$ cat config.mk
export PLATFORM = sky130hd
export DESIGN_NAME = kdms_key_less
export DESIGN_NICKNAME = d
export VERILOG_FILES = /design/src/hdl/kdms_pkg.sv /design/src/hdl/kdms_key_less.sv
export SDC_FILE = /design/constraint.sdc
export NUM_CORES = 1
export LEC_CHECK = 0
export BUFFER_PORTS_ARGS = -buffer_cell sky130_fd_sc_hd__buf_4
export CORE_MARGIN = 3
export CORE_UTILIZATION = 42
export DETAILED_ROUTE_END_ITERATION = 6
export GPL_ROUTABILITY_DRIVEN = 0
export PLACE_DENSITY = 0.86
export SLEW_MARGIN = 20
export SYNTH_ARGS = -nofsm -noshare
export SYNTH_HDL_FRONTEND = slang
export SYNTH_SLANG_ARGS = --single-unit
$ cat constraint.sdc
create_clock -name vclk -period 2.1
set_input_delay 0.21 -clock vclk [all_inputs]
set_output_delay 0.21 -clock vclk [all_outputs]
set_load 0.02 [all_outputs]
$ cat src/hdl/kdms_pkg.sv
// kdms_pkg: opcodes, status codes, field widths and key type of the
// presorted k-d median split block. No dependencies.
`timescale 1ns / 1ps
`default_nettype none
package kdms_pkg;

    // opcodes
    localparam logic [2:0] OP_CLEAR  = 3'd0;
    localparam logic [2:0] OP_LOAD   = 3'd1;
    localparam logic [2:0] OP_BUILD  = 3'd2;
    localparam logic [2:0] OP_SPLIT  = 3'd3;
    localparam logic [2:0] OP_MEDIAN = 3'd4;
    localparam logic [2:0] OP_READ   = 3'd5;

    // status codes
    localparam logic [1:0] STS_OK    = 2'd0;
    localparam logic [1:0] STS_AXIS  = 2'd1;
    localparam logic [1:0] STS_EMPTY = 2'd2;
    localparam logic [1:0] STS_RANGE = 2'd3;

    // field widths
    localparam int COORD_W = 32;
    localparam int ID_W    = 20;
    localparam int SLOT_W  = 8;
    localparam int AXIS_W  = 5;
    localparam int SIZE_W  = 9;
    localparam int DIM_W   = 6;

    // register index of the dimension register
    localparam logic REG_DIMENSION = 1'b0;

    // sort key of one point on one axis
    typedef struct packed {
        logic [COORD_W-1:0] coord;
        logic [ID_W-1:0]    id;
    } t_key;

endpackage
`default_nettype wire

$ cat src/hdl/kdms_key_less.sv
// kdms_key_less: ordering of two points on one axis, by signed coordinate,
// then point id, then slot. Depends on kdms_pkg.
`timescale 1ns / 1ps
`default_nettype none
module kdms_key_less
    import kdms_pkg::*;
#(
    parameter int PW = 8
) (
    input  wire t_key          i_a,
    input  wire logic [PW-1:0] i_a_slot,
    input  wire t_key          i_b,
    input  wire logic [PW-1:0] i_b_slot,
    output logic               o_less
);

    // a sorts before b
    always_comb begin
        if (i_a.coord != i_b.coord) begin
            o_less = $signed(i_a.coord) < $signed(i_b.coord);
        end else if (i_a.id != i_b.id) begin
            o_less = i_a.id < i_b.id;
        end else begin
            o_less = i_a_slot < i_b_slot;
        end
    end

endmodule
`default_nettype wire

==> run_results.csv <==
group,metric,value,unit
floorplanning,fp.dieH,66.2,um
finish,drive_above_1_share,41.5,%
finish,seq_cell_count,0,
placement,post-place-cells,381,
setup_path,slowest_stage,"ha_4",
pwr,leakage,1.58,nW
route,drtIter0Drc,33,
timing,post-route-period-util,96.8,%
finish,final_area,2600,um^2
global_routing,grtUsageTotal,18.8,%
placement,post-place-ws,3.69,ps
yosys,ys_top_cells_by_area,"ha_1, inv_1, a21oi_1",
pwr,internal-power,273,uW
pwr,vdd_drop_max,0.103,mV
pwr,pwr-share-seq,0,%
finish,diodes,0,
finish,seq_area,0,um^2
pwr,power,451,uW
finish,final_nets,516,
finish,layout_common_cells,"buf_4, inv_1, ha_1, a21oi_1, nand2_1",
route,via_per_inst,4.96,
global_routing,grt_pass1_wl,6880,um
setup_path,slowest_delay,280,ps
timing,fin_worst_hold_slack,1060,ps
cts,cts_setup_buffers,0,
run,drv_cap,0,
floorplanning,fp.dieW,66.2,um
finish,n_fill_cell,284,
yosys,syn_nets,390,
yosys,netlist_area,1520,um^2
floorplanning,initial_core_util,44.5,%
setup_path,cp-end-kind,"output port",
route,drtPass1Iterations,3,
global_routing,grt_overflow_total,0,
timing,hold_viol,0,
placement,placed_cell_area,2510,um^2
global_routing,grt_max_degree,5,
min_path,hold_path.class,"in2out",
floorplanning,rows,21,
setup_path,required,1890,ps
pwr,combPwrFrac,100.0,%
finish,fin_cells,381,
finish,fin_util,76.2,%
setup_path,worstPathArrival,1820,ps
timing,setup_ws,66.4,ps
global_routing,grt_pass1_vias,1916,
setup_path,crit_fanout,4,
yosys,synthCells,211,
timing,finalMaxSlewViolations,0,
route,antenna_left,0,
timing,finalCriticalPeriod,2030,ps
yosys,synth.distinct_cells,32,
placement,numPortBuffers,121,
yosys,synth_largest_area_cell,"ha_1",
pwr,switching_share,39.6,%
setup_path,cp-start-kind,"input pin",
cts,cts.repair.resized,0,
pwr,switchingPower,178,uW
floorplanning,core-area,3420,um^2
finish,multiInputGateArea,1390,um^2
pwr,power.share.clock,0,%
global_routing,antenna_found_initial,0,
outcome,status,"finished clean",
setup_path,path_cells,"buf_4, inv_1, ha_4, nand4_2, buf_4, nor3_2, a21oi_1, o211ai_1, mux2i_1, nor3_2, buf_4",
yosys,syn_area_per_cell,7.20,um^2
finish,clkbuf_count,0,
setup_path,cpMostUsedCell,"buf_4",
pwr,power_density,173,nW/um^2
timing,slew_headroom,78.0,%
route,routedWlPerCell,11.2,um
route,routed_wl,4270,um
route,num_vias,1891,
finish,final_common_cell,"buf_4",
placement,hpwlAfterDp,4020,um
cts,holdBufCountCts,0,
timing,setup_viol,0,
timing,tightest_slew,329,ps
timing,setup_tns,0,ps
floorplanning,boundaryPins,121,
floorplanning,die_area,4380,um^2
timing,fmax,492,MHz
route,drc_errors,0,
setup_path,crit_type,"in2out",
yosys,ys_warn_count,0,
yosys,synth_top_cell_area_share,48.6,%
finish,syn_to_final_growth,71.1,%
yosys,ys_seq_area_share,0,%
## power groups by stage
stage / logic (mW) / clock network [mW] / registers (mW)
detailed placement: 0.431 / 0 / 0
global route: 0.515 / 0 / 0
floorplan: 0.202 / 0 / 0
CTS: 0.433 / 0 / 0
global placement: 0.417 / 0 / 0
finish: 0.451 / 0 / 0
## final cells by class
class / count / area share (%)
inverter: 60 / 8.66
multi-input combinational: 151 / 53.3
tap: 46 / 2.21
timing repair buffer: 124 / 35.8
## path summary, 6_finish.rpt
path / startpoint / to / cells past startpoint
worst max-delay path: i_b[51] / o_less / 11
worst min-delay path: i_a[51] / o_less / 5
## cells by family (layout without fill, tap and decap cells)
group	after synthesis	in the layout	synth area share, %
compound gates	47	47	18.9
buf+inv	60	184	14.8
mux	1	1	0.658
fa+ha+maj	59	59	48.6
simple gates	44	44	17.0
## cell usage after synthesis (2+ instances only)
| cell | number |
|---|---|
| inv_1 | 60 |
| ha_1 | 59 |
| a21oi_1 | 19 |
| nand2_1 | 11 |
| nand4_1 | 10 |
| a21o_1 | 8 |
| o21ai_0 | 8 |
| nand3_1 | 4 |
| nor2_1 | 4 |
| a211oi_1 | 2 |
| a31oi_1 | 2 |
| and4_1 | 2 |
| nor3_1 | 2 |
| o21a_1 | 2 |
## metal layers
metal | GRT usage (%) | part of all wire [%]
met1 | 20.1 | 37
met2 | 39.9 | 55
met3 | 2.04 | 8.3
met4 | 0.761 | 0.44
met5 | 0 | 0
## worst max-delay path, delay by kind of cell
family,cells,cell delay [ps]
buffers and inverters,4,470
and+or+nand+nor,3,370
adders and majority gates,1,280
muxes,1,260
AOI/OAI and AO/OA,2,230
Power figures use the tool's default switching activity.
